`config.mk`:
```
export PLATFORM = sky130hd
export DESIGN_NAME = first_fit_region_allocator
export DESIGN_NICKNAME = d
export VERILOG_FILES = /design/src/hw/rtl/ffra_pkg.sv /design/src/hw/rtl/ffra_ctrl.sv /design/src/hw/rtl/ffra_dpath.sv /design/src/hw/rtl/first_fit_region_allocator.sv
export SDC_FILE = /design/constraint.sdc
export NUM_CORES = 2
export LEC_CHECK = 0
export BUFFER_PORTS_ARGS = -buffer_cell sky130_fd_sc_hd__buf_2
export CAP_MARGIN = 20
export CORE_ASPECT_RATIO = 1.4
export CORE_MARGIN = 3
export CORE_UTILIZATION = 58
export DETAILED_ROUTE_END_ITERATION = 10
export PLACE_DENSITY_LB_ADDON = 0.12
export RECOVER_POWER = 25
export SYNTH_ARGS = -nofsm -noshare
export SYNTH_HDL_FRONTEND = slang
export SYNTH_SLANG_ARGS = --single-unit
```
`constraint.sdc`:
```
create_clock -name clk_i -period 5.8 [get_ports clk_i]
set_input_delay 0.58 -clock clk_i [delete_from_list [all_inputs] [get_ports clk_i]]
set_output_delay 0.58 -clock clk_i [all_outputs]
set_load 0.1 [all_outputs]
```
`src/hw/rtl/ffra_pkg.sv`:
```
// ----------------------------------------------------------------------------
// ffra_pkg
// types and constants shared by the first fit region allocator modules
// ----------------------------------------------------------------------------
package ffra_pkg;

  localparam int unsigned HeapBytesDefault   = 4096;
  localparam int unsigned RegionSlotsDefault = 64;

  localparam int unsigned AddrW = 12;
  localparam int unsigned SizeW = 13;

  typedef enum logic [1:0] {
    CMD_ALLOC = 2'd0,
    CMD_FREE  = 2'd1,
    CMD_SIZE  = 2'd2,
    CMD_INFO  = 2'd3
  } cmd_e;

  typedef enum logic [2:0] {
    ST_OK        = 3'd0,
    ST_BAD_SIZE  = 3'd1,
    ST_NO_SPACE  = 3'd2,
    ST_NOT_FOUND = 3'd3,
    ST_NO_SLOT   = 3'd4
  } status_e;

  typedef enum logic [3:0] {
    FSM_IDLE,
    FSM_START,
    FSM_READ,
    FSM_EVAL,
    FSM_SPLIT,
    FSM_SPLIT2,
    FSM_BUMP,
    FSM_BUMP2,
    FSM_DONE
  } fsm_e;

  // controller -> datapath commands
  typedef struct packed {
    logic load;      // capture request
    logic start;     // set walk pointer to chain head
    logic rd;        // issue descriptor read at walk pointer
    logic eval;      // look at read data
    logic advance;   // step to next descriptor
    logic split_a;   // write remainder descriptor
    logic split_b;   // rewrite fitted descriptor
    logic bump_a;    // write new tail descriptor
    logic bump_b;    // relink old tail
    logic finish;    // build result
  } ctl_t;

  // datapath -> controller status
  typedef struct packed {
    logic cmd_alloc;
    logic cmd_info;
    logic bad_size;
    logic walk_end;  // walk pointer null or step limit reached
    logic hit;       // current descriptor matches
    logic need_split;
    logic slot_full;
    logic room;
  } sts_t;

endpackage

```
`src/hw/rtl/ffra_ctrl.sv`:
```
// ----------------------------------------------------------------------------
// ffra_ctrl
// sequencer for one request: chain walk, then split or bump writes
// ----------------------------------------------------------------------------
module ffra_ctrl (
  input  logic           clk_i,
  input  logic           rst_ni,
  input  logic           in_valid_i,
  output logic           in_ready_o,
  output logic           out_valid_o,
  input  logic           out_ready_i,
  input  ffra_pkg::sts_t sts_i,
  output ffra_pkg::ctl_t ctl_o
);
  import ffra_pkg::*;

  fsm_e state_q, state_d;

  always_ff @(posedge clk_i or negedge rst_ni) begin
    if (!rst_ni) begin
      state_q <= FSM_IDLE;
    end else begin
      state_q <= state_d;
    end
  end

  always_comb begin
    state_d     = state_q;
    ctl_o       = '0;
    in_ready_o  = 1'b0;
    out_valid_o = 1'b0;
    unique case (state_q)
      FSM_IDLE: begin
        in_ready_o = 1'b1;
        if (in_valid_i) begin
          ctl_o.load = 1'b1;
          state_d    = FSM_START;
        end
      end
      FSM_START: begin
        ctl_o.start = 1'b1;
        if (sts_i.cmd_alloc && sts_i.bad_size) begin
          ctl_o.finish = 1'b1;
          state_d      = FSM_DONE;
        end else begin
          state_d = FSM_READ;
        end
      end
      FSM_READ: begin
        if (sts_i.walk_end) begin
          if (sts_i.cmd_alloc) begin
            state_d = FSM_BUMP;
          end else begin
            ctl_o.finish = 1'b1;
            state_d      = FSM_DONE;
          end
        end else begin
          ctl_o.rd = 1'b1;
          state_d  = FSM_EVAL;
        end
      end
      FSM_EVAL: begin
        ctl_o.eval = 1'b1;
        if (sts_i.hit && !sts_i.cmd_info) begin
          if (sts_i.cmd_alloc && sts_i.need_split) begin
            if (sts_i.slot_full) begin
              ctl_o.finish = 1'b1;
              state_d      = FSM_DONE;
            end else begin
              state_d = FSM_SPLIT;
            end
          end else begin
            ctl_o.finish = 1'b1;
            state_d      = FSM_DONE;
          end
        end else begin
          ctl_o.advance = 1'b1;
          state_d       = FSM_READ;
        end
      end
      FSM_SPLIT: begin
        ctl_o.split_a = 1'b1;
        state_d       = FSM_SPLIT2;
      end
      FSM_SPLIT2: begin
        ctl_o.split_b = 1'b1;
        ctl_o.finish  = 1'b1;
        state_d       = FSM_DONE;
      end
      FSM_BUMP: begin
        if (sts_i.room && !sts_i.slot_full) begin
          ctl_o.bump_a = 1'b1;
          state_d      = FSM_BUMP2;
        end else begin
          ctl_o.finish = 1'b1;
          state_d      = FSM_DONE;
        end
      end
      FSM_BUMP2: begin
        ctl_o.bump_b = 1'b1;
        ctl_o.finish = 1'b1;
        state_d      = FSM_DONE;
      end
      FSM_DONE: begin
        out_valid_o = 1'b1;
        if (out_ready_i) begin
          state_d = FSM_IDLE;
        end
      end
      default: begin
        state_d = FSM_IDLE;
      end
    endcase
  end

endmodule

```
`src/hw/rtl/ffra_dpath.sv`:
```
// ----------------------------------------------------------------------------
// ffra_dpath
// descriptor memory, chain registers, totals and result register
// ----------------------------------------------------------------------------
module ffra_dpath #(
  parameter int unsigned HEAP_BYTES   = ffra_pkg::HeapBytesDefault,
  parameter int unsigned REGION_SLOTS = ffra_pkg::RegionSlotsDefault
) (
  input  logic                       clk_i,
  input  logic                       rst_ni,
  input  logic [1:0]                 command_i,
  input  logic [ffra_pkg::SizeW-1:0] request_size_i,
  input  logic [ffra_pkg::AddrW-1:0] region_address_i,
  input  ffra_pkg::ctl_t             ctl_i,
  output ffra_pkg::sts_t             sts_o,
  output logic [2:0]                 result_status_o,
  output logic [ffra_pkg::AddrW-1:0] granted_address_o,
  output logic [ffra_pkg::SizeW-1:0] region_bytes_o,
  output logic [ffra_pkg::SizeW-1:0] used_bytes_o,
  output logic [ffra_pkg::SizeW-1:0] free_chunk_bytes_o,
  output logic [ffra_pkg::SizeW-1:0] tail_free_bytes_o
);
  import ffra_pkg::*;

  localparam int unsigned SlotW = $clog2(REGION_SLOTS + 1);
  localparam int unsigned IdxW  = (REGION_SLOTS > 1) ? $clog2(REGION_SLOTS) : 1;
  localparam int unsigned TopW  = $clog2(HEAP_BYTES + 1);
  localparam int unsigned SumW  = TopW + 1;
  localparam int unsigned DescW = AddrW + SizeW + 1 + SlotW;
  localparam logic [SlotW-1:0] NilSlot = SlotW'(REGION_SLOTS);
  localparam logic [TopW-1:0] HeapMax = TopW'(HEAP_BYTES);

  // descriptor memory: {link, in_use, length, start}
  logic [DescW-1:0] mem_q [REGION_SLOTS];
  logic [DescW-1:0] rd_q;
  logic             we;
  logic [IdxW-1:0]  wa;
  logic [DescW-1:0] wd;

  logic [1:0]       cmd_q;
  logic [SizeW-1:0] size_q;
  logic [AddrW-1:0] addr_q;

  logic [SlotW-1:0] head_q, tail_q, taken_q, walk_q, tailslot_q;
  logic [SlotW:0]   steps_q;
  logic [TopW-1:0]  top_q;
  logic [SumW-1:0]  used_q, chunk_q;
  logic             hit_q;

  logic [AddrW-1:0] d_start;
  logic [SizeW-1:0] d_len;
  logic             d_use;
  logic [SlotW-1:0] d_link, nxt;
  logic [SizeW-1:0] rest;

  logic [2:0]       st_q;
  logic [AddrW-1:0] ga_q;
  logic [SizeW-1:0] rb_q;

  assign d_start = rd_q[AddrW-1:0];
  assign d_len   = rd_q[AddrW +: SizeW];
  assign d_use   = rd_q[AddrW+SizeW];
  assign d_link  = rd_q[AddrW+SizeW+1 +: SlotW];
  assign nxt     = (d_link < taken_q) ? d_link : NilSlot;
  assign rest    = d_len - size_q;

  logic hit;
  always_comb begin
    unique case (cmd_e'(cmd_q))
      CMD_ALLOC: hit = !d_use && (d_len >= size_q);
      CMD_FREE,
      CMD_SIZE:  hit = (d_start == addr_q);
      default:   hit = 1'b0;
    endcase
  end

  logic [TopW+SizeW-1:0] bump_end;
  assign bump_end = (TopW+SizeW)'(top_q) + (TopW+SizeW)'(size_q);

  assign sts_o.cmd_alloc  = (cmd_q == CMD_ALLOC);
  assign sts_o.cmd_info   = (cmd_q == CMD_INFO);
  assign sts_o.bad_size   = (size_q == '0);
  assign sts_o.walk_end   = (walk_q == NilSlot) || (steps_q >= (SlotW+1)'(REGION_SLOTS));
  assign sts_o.hit        = hit;
  assign sts_o.need_split = (rest != '0);
  assign sts_o.slot_full  = (taken_q >= NilSlot);
  assign sts_o.room       = (bump_end <= (TopW+SizeW)'(HEAP_BYTES));

  // memory write port
  always_comb begin
    we = 1'b0;
    wa = walk_q[IdxW-1:0];
    wd = rd_q;
    if (ctl_i.split_a) begin
      we = 1'b1;
      wa = taken_q[IdxW-1:0];
      wd = {d_link, 1'b0, rest, AddrW'(d_start + AddrW'(size_q))};
    end else if (ctl_i.split_b) begin
      we = 1'b1;
      wd = {tailslot_q, 1'b1, size_q, d_start};
    end else if (ctl_i.eval && hit && (cmd_q == CMD_ALLOC) && (rest == '0)) begin
      we = 1'b1;
      wd = {d_link, 1'b1, d_len, d_start};
    end else if (ctl_i.eval && hit && (cmd_q == CMD_FREE)) begin
      we = 1'b1;
      wd = {d_link, 1'b0, d_len, d_start};
    end else if (ctl_i.bump_a) begin
      we = 1'b1;
      wa = taken_q[IdxW-1:0];
      wd = {NilSlot, 1'b1, size_q, AddrW'(top_q)};
    end else if (ctl_i.bump_b) begin
      // old tail points at the new descriptor, only when the chain was linked
      we = hit_q;
      wa = tailslot_q[IdxW-1:0];
      wd = {tail_q, rd_q[AddrW+SizeW:0]};
    end
  end

  always_ff @(posedge clk_i) begin
    if (we) begin
      mem_q[wa] <= wd;
    end
    if (ctl_i.rd) begin
      rd_q <= mem_q[walk_q[IdxW-1:0]];
    end else if (ctl_i.bump_a) begin
      // read old tail for the relink, keeping its other fields
      rd_q <= mem_q[tail_q[IdxW-1:0]];
    end
  end

  always_ff @(posedge clk_i) begin
    if (ctl_i.load) begin
      cmd_q  <= command_i;
      size_q <= request_size_i;
      addr_q <= region_address_i;
    end
  end

  logic linked;
  assign linked = !((head_q >= taken_q) || (tail_q >= taken_q));

  always_ff @(posedge clk_i or negedge rst_ni) begin
    if (!rst_ni) begin
      head_q     <= NilSlot;
      tail_q     <= NilSlot;
      taken_q    <= '0;
      top_q      <= '0;
      walk_q     <= NilSlot;
      steps_q    <= '0;
      used_q     <= '0;
      chunk_q    <= '0;
      hit_q      <= 1'b0;
      tailslot_q <= NilSlot;
      st_q       <= ST_OK;
      ga_q       <= '0;
      rb_q       <= '0;
    end else begin
      if (ctl_i.start) begin
        walk_q  <= (head_q < taken_q) ? head_q : NilSlot;
        steps_q <= '0;
        used_q  <= '0;
        chunk_q <= '0;
        hit_q   <= 1'b0;
      end
      if (ctl_i.eval) begin
        if (cmd_q == CMD_INFO) begin
          if (d_use) used_q <= used_q + SumW'(d_len);
          else       chunk_q <= chunk_q + SumW'(d_len);
        end
        if (hit && cmd_q != CMD_INFO) hit_q <= 1'b1;
      end
      if (ctl_i.advance) begin
        walk_q  <= nxt;
        steps_q <= steps_q + 1'b1;
      end
      if (ctl_i.split_a) begin
        tailslot_q <= taken_q;
        taken_q    <= taken_q + 1'b1;
        if (tail_q == walk_q) tail_q <= taken_q;
      end
      if (ctl_i.bump_a) begin
        taken_q    <= taken_q + 1'b1;
        top_q      <= TopW'(bump_end);
        if (!linked) head_q <= taken_q;
        tailslot_q <= tail_q;
        tail_q     <= taken_q;
        hit_q      <= linked;   // relink needed in the next cycle
      end
      if (ctl_i.finish) begin
        ga_q <= '0;
        rb_q <= '0;
        st_q <= ST_OK;
        unique case (cmd_e'(cmd_q))
          CMD_ALLOC: begin
            if (size_q == '0) begin
              st_q <= ST_BAD_SIZE;
            end else if (ctl_i.split_b) begin
              ga_q <= d_start;
            end else if (ctl_i.bump_b) begin
              ga_q <= AddrW'(top_q - TopW'(size_q));
            end else if (ctl_i.eval) begin
              if (rest != '0) st_q <= ST_NO_SLOT;
              else            ga_q <= d_start;
            end else if (!sts_o.room) begin
              st_q <= ST_NO_SPACE;
            end else begin
              st_q <= ST_NO_SLOT;
            end
          end
          CMD_FREE: begin
            if (!(ctl_i.eval && hit)) st_q <= ST_NOT_FOUND;
          end
          CMD_SIZE: begin
            if (ctl_i.eval && hit) rb_q <= d_len;
            else                   st_q <= ST_NOT_FOUND;
          end
          default: begin
          end
        endcase
      end
    end
  end

  always_comb begin
    result_status_o    = st_q;
    granted_address_o  = ga_q;
    region_bytes_o     = rb_q;
    used_bytes_o       = '0;
    free_chunk_bytes_o = '0;
    tail_free_bytes_o  = '0;
    if (cmd_q == CMD_INFO) begin
      used_bytes_o       = used_q[SizeW-1:0];
      free_chunk_bytes_o = chunk_q[SizeW-1:0];
      tail_free_bytes_o  = (top_q <= HeapMax) ? SizeW'(HeapMax - top_q) : '0;
    end
  end

endmodule

```
`src/hw/rtl/first_fit_region_allocator.sv`:
```
// ----------------------------------------------------------------------------
// first_fit_region_allocator
// first fit allocator over an address-ordered chain of region descriptors
// ----------------------------------------------------------------------------
// usage:
//   s_axis carries one request per transfer: command, request_size and
//   region_address packed in s_axis_tdata_i. m_axis returns one result per
//   request with status, granted address, region size and usage totals.
//   one request is in flight at a time; s_axis_tready_o is high only when
//   the sequencer is idle.
//   each descriptor visited costs a registered read and an evaluate step;
//   the walk visits up to REGION_SLOTS descriptors, and a split or a
//   bump adds descriptor writes after the walk.
//   the next request is taken only after the result is transferred and
//   the sequencer is back in idle.
//   reset empties the chain and the heap top; descriptor memory needs no
//   clearing since the chain only reaches written slots.
//   when the receiver stalls the result stays in its register and no new
//   request is taken until it is transferred.
module first_fit_region_allocator #(
  parameter int unsigned HEAP_BYTES   = ffra_pkg::HeapBytesDefault,
  parameter int unsigned REGION_SLOTS = ffra_pkg::RegionSlotsDefault
) (
  input  logic        clk_i,
  input  logic        rst_ni,
  input  logic        s_axis_tvalid_i,
  output logic        s_axis_tready_o,
  // command[1:0], request_size[14:2], region_address[26:15], zero fill
  input  logic [31:0] s_axis_tdata_i,
  output logic        m_axis_tvalid_o,
  input  logic        m_axis_tready_i,
  // result_status[2:0], granted_address[14:3], region_bytes[27:15],
  // used_bytes[40:28], free_chunk_bytes[53:41], tail_free_bytes[66:54], zero fill
  output logic [71:0] m_axis_tdata_o
);
  import ffra_pkg::*;

  ctl_t ctl;
  sts_t sts;

  logic [2:0]       status;
  logic [AddrW-1:0] granted;
  logic [SizeW-1:0] rbytes, used, chunks, tailb;

  ffra_ctrl u_ctrl (
    .clk_i       (clk_i),
    .rst_ni      (rst_ni),
    .in_valid_i  (s_axis_tvalid_i),
    .in_ready_o  (s_axis_tready_o),
    .out_valid_o (m_axis_tvalid_o),
    .out_ready_i (m_axis_tready_i),
    .sts_i       (sts),
    .ctl_o       (ctl)
  );

  ffra_dpath #(
    .HEAP_BYTES   (HEAP_BYTES),
    .REGION_SLOTS (REGION_SLOTS)
  ) u_dpath (
    .clk_i              (clk_i),
    .rst_ni             (rst_ni),
    .command_i          (s_axis_tdata_i[1:0]),
    .request_size_i     (s_axis_tdata_i[14:2]),
    .region_address_i   (s_axis_tdata_i[26:15]),
    .ctl_i              (ctl),
    .sts_o              (sts),
    .result_status_o    (status),
    .granted_address_o  (granted),
    .region_bytes_o     (rbytes),
    .used_bytes_o       (used),
    .free_chunk_bytes_o (chunks),
    .tail_free_bytes_o  (tailb)
  );

  // result fields packed from the low bit up
  assign m_axis_tdata_o = {5'd0, tailb, chunks, used, rbytes, granted, status};

endmodule

```
Word level (Yosys, flattened, before mapping). Memories as Yosys holds them, arrays and structs flattened. Cells that the tools add are included.

Add/subtract/negate cells: 9. Magnitude comparators: 9. Eq/ne operators: 17. Muxes and demuxes: 100. Reductions and logical operators: 30.

Operators with widths (count): $mux 33 (8); $mux 14 (8); $mux 13 (6); $mux 7 (11); $mux 12 (6); $mux 4 (9); $mux 6 (6); $mux 1 (32); $pmux 4 s8 (1); $add 14x13->14 (2); $le 26x13->1 const B (1); $logic_not 13->1 (2); $mux 3 (6); $eq 4x3->1 const B (4); $mux 8 (2); $add 13x13->14 (1); $ge 7x7->1 (2); $lt 7x7->1 (2); $ge 13x13->1 (1); $le 13x13->1 const B (1); $reduce_bool 13->1 (1); $sub 13x13->13 (1); $sub 13x13->13 const A (1); $add 12x12->12 (1); other kinds (26) (50).

Register bits: 177. Bits in writable memories: 2112. Output and inout port bits: 74. Memories kept: 1.

Memories: u_dpath.mem_q (words 64, bits a word 33, rd ports 2, clocked after Yosys merged registers in 0, wr ports 1, RTL line ffra_dpath.sv:34) `logic [DescW-1:0] mem_q [REGION_SLOTS];`.

Logic depth before layout (Yosys ltp).
Depth in word-level cells: 14. Mapped depth: 16. Mapped depth without buffers: 15.

Hierarchy. A second synthesis with hierarchy kept.

Cells, all modules: 5794. Area total of the unflattened synthesis: 109832.8 um^2.

By module, submodules not included: ffra_dpath (instances 1, cells an instance 5739, area an instance 109361.1 um^2, sequential area each 68005.2 um^2); ffra_ctrl (instances 1, cells an instance 49, area an instance 430.4 um^2, sequential area each 100.1 um^2); first_fit_region_allocator (instances 1, cells an instance 6, area an instance 41.3 um^2, sequential area each 0.0 um^2).

Worst setup path before layout. No wires, ideal clock.

Kind: register to register. From: reg u_dpath.size_q[1]. To: mem u_dpath.mem_q[0][15] (netlist bit), data pin. Setup time: 0.701 ns. Arrival time: 5.692 ns. Data required time: 5.099 ns. Path slack: -0.594 ns. Stages on the path, launching flop included: 14. Path buffers: 1. Clock period less this slack: 6.394 ns. Cells stage by stage: edfxtp_1 > inv_1 > ha_1 > nand2b_1 > a211o_1 > a2111o_1 > nand3_1 > o2111ai_2 > o41ai_4 > nand2_2 > nand2_1 > buf_2 > mux2i_1 > o21ai_0.

Longest elaborated chain between the ends: 10. Elaborated cells on any way between the ends: 19.

RTL lines: start: declaration (RTL line ffra_dpath.sv:41) `logic [SizeW-1:0] size_q;`; start signal: assignment (RTL line ffra_dpath.sv:134) `size_q <= request_size_i;`; $add 13x13->14 (RTL line ffra_dpath.sv:78) `assign bump_end = (TopW+SizeW)'(top_q) + (TopW+SizeW)'(size_q);`; $le 26x13->1 (RTL line ffra_dpath.sv:87) `assign sts_o.room = (bump_end <= (TopW+SizeW)'(HEAP_BYTES));`; $logic_and 1x1->1 (RTL line ffra_ctrl.sv:91) `if (sts_i.room && !sts_i.slot_full) begin`; $mux 1 (RTL line ffra_ctrl.sv:91); $mux 1 (RTL line ffra_ctrl.sv:32) `unique case (state_q)`; $mux 33 (RTL line ffra_dpath.sv:107) `end else if (ctl_i.bump_a) begin`; $mux 33 (RTL line ffra_dpath.sv:104) `end else if (ctl_i.eval && hit && (cmd_q == CMD_FREE)) begin`; $mux 33 (RTL line ffra_dpath.sv:101) `end else if (ctl_i.eval && hit && (cmd_q == CMD_ALLOC) && (rest == '0)) begin`; $mux 33 (RTL line ffra_dpath.sv:98) `end else if (ctl_i.split_b) begin`; $mux 33 * (RTL line ffra_dpath.sv:94) `if (ctl_i.split_a) begin`; via u_dpath.wd[15] (RTL line ffra_dpath.sv:38) `logic [DescW-1:0] wd;`; end: declaration (RTL line ffra_dpath.sv:34).

Mark *: on every way through the listed nets, which the timed path passes. The rest lies on a longest branch.

Worst setup path after layout.
From: reg u_dpath.size_q[4]. To: mem u_dpath.mem_q[34][31] (netlist bit), data pin.

Longest elaborated chain between the ends: 10. Elaborated cells on any way between the ends: 19.

RTL lines (RTL line): $add 13x13->14 (ffra_dpath.sv:78); $le 26x13->1 (ffra_dpath.sv:87); $logic_and 1x1->1 (ffra_ctrl.sv:91); $mux 1 (ffra_ctrl.sv:91); $mux 1 (ffra_ctrl.sv:32); $mux 33 (ffra_dpath.sv:107); $mux 33 (ffra_dpath.sv:104); $mux 33 * (ffra_dpath.sv:101); $mux 33 * (ffra_dpath.sv:98); $mux 33 * (ffra_dpath.sv:94); via u_dpath.wd[31] (ffra_dpath.sv:38).

Marked as above.

==> impl_metrics.env <==
export IMPL_wl_per_cell_um=41.25
export IMPL_antenna_found_initial=13
export IMPL_cts_setup_buffers=0
export IMPL_timing_fmax_ghz=0.1835
export IMPL_placed_area_mm2=0.1165
export IMPL_port_buffers=99
export IMPL_dpl_hpwl_mm=208.7
export IMPL_tightest_slew_ns=4.137
export IMPL_routed_via_density=7.474
export IMPL_grt_pass1_wl_mm=477.1
export IMPL_synth_seq_cells=2287
export IMPL_ys_flop_type="edfxtp_1"
export IMPL_postRouteAntennaNets=0
export IMPL_netlist_area_mm2=0.1090
export IMPL_hold_depth=3
export IMPL_wirelength_mm=339.9
export IMPL_max_slew_margin_pct=-175.8
export IMPL_ios=110
export IMPL_finalMaxSlewViolations=114
export IMPL_coreArea_mm2=0.1862
export IMPL_cts_max_path_buffers=3
export IMPL_vias=61590
export IMPL_die_area_mm2=0.1933
export IMPL_violations="capacitance limit, slew limit"
export IMPL_period_minus_slack_ns=5.448
export IMPL_numCtsBuffers=215
export IMPL_setup_viol=0
export IMPL_path_class="reg -> reg"
export IMPL_arrival_ns=5.88
export IMPL_synth_top_cells_by_count="edfxtp_1 (2172), mux4_2 (1386), clkbuf_1 (244), nor2_1 (166), nand2_1 (134)"
export IMPL_clockPowerShare_pct=25.6
export IMPL_cp_required_ns=6.24
export IMPL_syn_avg_cell_area_um2=20.56
export IMPL_rsz0062_at_grt="false"
export IMPL_path_clk_slew_ns=0.07
export IMPL_final_hold_viol_count=0
export IMPL_seqPwrFrac_pct=39.6
export IMPL_r2r_setup_slack_ns=0.35
export IMPL_combinationalPowerShare_pct=34.9
export IMPL_initial_core_util_pct=58.53
export IMPL_clock_sinks=2287
export IMPL_max_vdd_ir_drop_mv=0.3730
export IMPL_grt_usage_pct=35.85
export IMPL_synth_edf_count=2172
export IMPL_drc_errors=0
export IMPL_rr_startpoint="u_dpath.size_q[4]"
export IMPL_rows=187
export IMPL_die_y_um=519.0
export IMPL_fin_skew_ns=0.06900
export IMPL_reg2reg_to="u_dpath.mem_q[34][31]"
export IMPL_place_gp_congestion=0.9261
export IMPL_yosysMostFrequentCell="edfxtp_1"
export IMPL_postLayoutCellArea_mm2=0.1235
export IMPL_syn_inst=5302
export IMPL_power_density_mw_per_mm2=449.2
export IMPL_htree_num_levels=4
export IMPL_drtPass1Iterations=7
export IMPL_yosys_cell_types_count=87
export IMPL_clk_insertion_delay_late_ns=0.89
export IMPL_cts_tree="built"
export IMPL_grt_pass1_vias=62640
export IMPL_p_leak_nw=37.98
export IMPL_nets=5740
export IMPL_switchingPower_w=0.01862
export IMPL_cts_root_buf="clkbuf_16"
export IMPL_sw_frac_of_total_pct=33.57
export IMPL_synthToLayoutAreaGrowth_pct=13.28
export IMPL_fin_crit_sh_pct=93.94
export IMPL_cap_violations=3
export IMPL_endpoint_kind="flip-flop"
export IMPL_yosys_warnings=0
export IMPL_r2r_worst_path_cells=14
export IMPL_path_max_fanout=64
export IMPL_hold_class="in -> reg"
export IMPL_start_kind="flip-flop"
export IMPL_die_width_um=372.4
export IMPL_grt_overflow=0
export IMPL_yosysTopAreaCell="edfxtp_1"
export IMPL_timing_hold_worst_start="s_axis_tvalid_i"
export IMPL_holdPathEnd="u_ctrl.state_q[0]"
export IMPL_async_reset_ff_share_pct=5.028
export IMPL_drtIter0Drc=8844
export IMPL_grt_max_degree=113
export IMPL_ys_top_cells_by_area="edfxtp_1 (60%), mux4_2 (29%), dfrtp_1 (2.5%)"
export IMPL_drive_gt1_share_pct=38.38
export IMPL_fill_cells=12030
export IMPL_status="complete, but fails checks"
export IMPL_synth_top_cell_area_share_pct=59.83
export IMPL_fin_setup_tns_ns=0
export IMPL_yosysSeqAreaShare_pct=62.48
export IMPL_p_int_w=0.03685
## layer usage
layer / GRT usage, % / share of wire [%] / up-vias
met5: 0 / 0.0038 / -
met4: 19.69 / 7.0 / 2
met3: 7.746 / 10 / 1002
met2: 58.70 / 50 / 4239
met1: 44.97 / 33 / 32770
li1: - / - / 23580
## flip-flops by register name, summed over array words and instances, names as in the netlist
register,count
u_dpath.granted_address_o,12
u_dpath.tailslot_q,7
u_dpath.rd_q,33
u_dpath.top_q,13
u_dpath.used_q,13
u_dpath.walk_q,7
u_dpath.chunk_q,13
u_dpath.region_bytes_o,13
u_dpath.mem_q,2112
u_dpath.head_q,7
u_dpath.size_q,13
u_dpath.hit_q,1
u_dpath.steps_q,8
u_dpath.cmd_q,2
u_dpath.taken_q,7
u_dpath.addr_q,12
u_dpath.tail_q,7
u_dpath.result_status_o,3
u_ctrl.state_q,4
## worst max-delay path: stages (launching register included)
cell and delay (ns):
edfxtp_1 0.40, inv_1 0.28, ha_1 0.37, or2_1 0.28, a211o_1 0.28, a2111o_1 0.45, a211o_1 0.31, o2111ai_2 0.13
o41ai_4 0.17, clkbuf_1 0.19, nand2_2 0.13, clkbuf_1 0.52, nand3_1 0.22, o21ai_4 0.09, buf_2 0.97
## per-stage QoR
step	power, W	hold WS [ns]	worst slack, ns	utilization, %	std cells
floorplan	0.03499	0.2844	0.07367	-	5306
global placement	0.04138	0.4461	0.4069	62.53	7808
detailed placement	0.04162	0.4579	0.3706	62.53	7808
CTS	0.05569	0.04268	0.2888	66.45	8236
global route	0.05736	0.09260	0.06029	66.30	8237
finish	0.05546	0.1219	0.3515	66.30	8240
## power by group through the flow
stage / clock network (W) / logic [W] / registers [W]
4_1_cts: 0.0143 / 0.0195 / 0.0219
3_5_place_dp: 0 / 0.0194 / 0.0222
2_1_floorplan: 0 / 0.0130 / 0.0220
5_1_grt: 0.0150 / 0.0204 / 0.0220
6_report: 0.0142 / 0.0193 / 0.0220
3_3_place_gp: 0 / 0.0192 / 0.0222
## worst max path at each step
stage	startpoint	end	slack, ns	cells past startpoint
6_report	u_dpath.size_q[4]	u_dpath.mem_q[34][31]	0.35	14
2_1_floorplan	u_dpath.size_q[1]	u_dpath.mem_q[0][7]	0.07	13
3_5_place_dp	u_dpath.size_q[1]	u_dpath.mem_q[54][5]	0.37	17
5_1_grt	u_dpath.top_q[1]	u_dpath.mem_q[28][17]	0.06	15
4_1_cts	u_dpath.top_q[1]	u_dpath.mem_q[28][0]	0.29	14
3_3_place_gp	u_dpath.size_q[1]	u_dpath.mem_q[13][29]	0.41	14
## final cells by class
cell class                 count  area [um2]  share of cell area [%]
antenna                        4       10.01                0.008106
clock buffer                 260        5559                   4.502
clock inverter               139        1443                   1.168
inverter                      91       341.6                  0.2766
multi-input combinational   2551       39970                   32.36
sequential                  2287       68150                   55.19
tap                         2457        3074                   2.489
timing repair buffer         451        4947                   4.006
## kinds of logic (layout without fill, tap and decap cells)
family	Yosys count	in the layout	synth area share (%)
xor+xnor	83	83	0.6669
buf+inv	468	941	1.644
mux	1479	1479	29.56
compound gates	331	331	1.994
flops	2287	2287	62.48
fa+ha+maj	107	107	1.269
other cells	1	9	0.003440
simple gates	546	546	2.384
## timing repair
action,4_1_cts,5_1_grt
hold endpoints to repair,92,0
gates resized for setup,0,1
hold buffers,29,0
endpoints found under the setup margin,0,2
## layout by cell type, fill, tap and decap left out, types with 15 or more instances in the layout
cell,count
a21o_1,16
a21oi_1,66
a22oi_1,15
and2_1,30
buf_12,152
buf_2,22
buf_4,146
bufinv_16,21
clkbuf_1,131
clkbuf_16,215
clkinv_1,40
clkinv_2,46
dfrtp_1,100
dlygate4sd3_1,29
edfxtp_1,2172
ha_1,101
inv_1,90
mux2_1,20
mux2_2,43
mux2i_1,30
mux4_2,1386
nand2_1,132
nand2b_1,24
nand3_1,63
nor2_1,110
nor2_4,56
nor2b_1,19
nor3_1,28
o21ai_0,100
o21ai_4,21
xnor2_1,44
xor2_1,39
No activity file was read; power rests on OpenSTA's default activity.
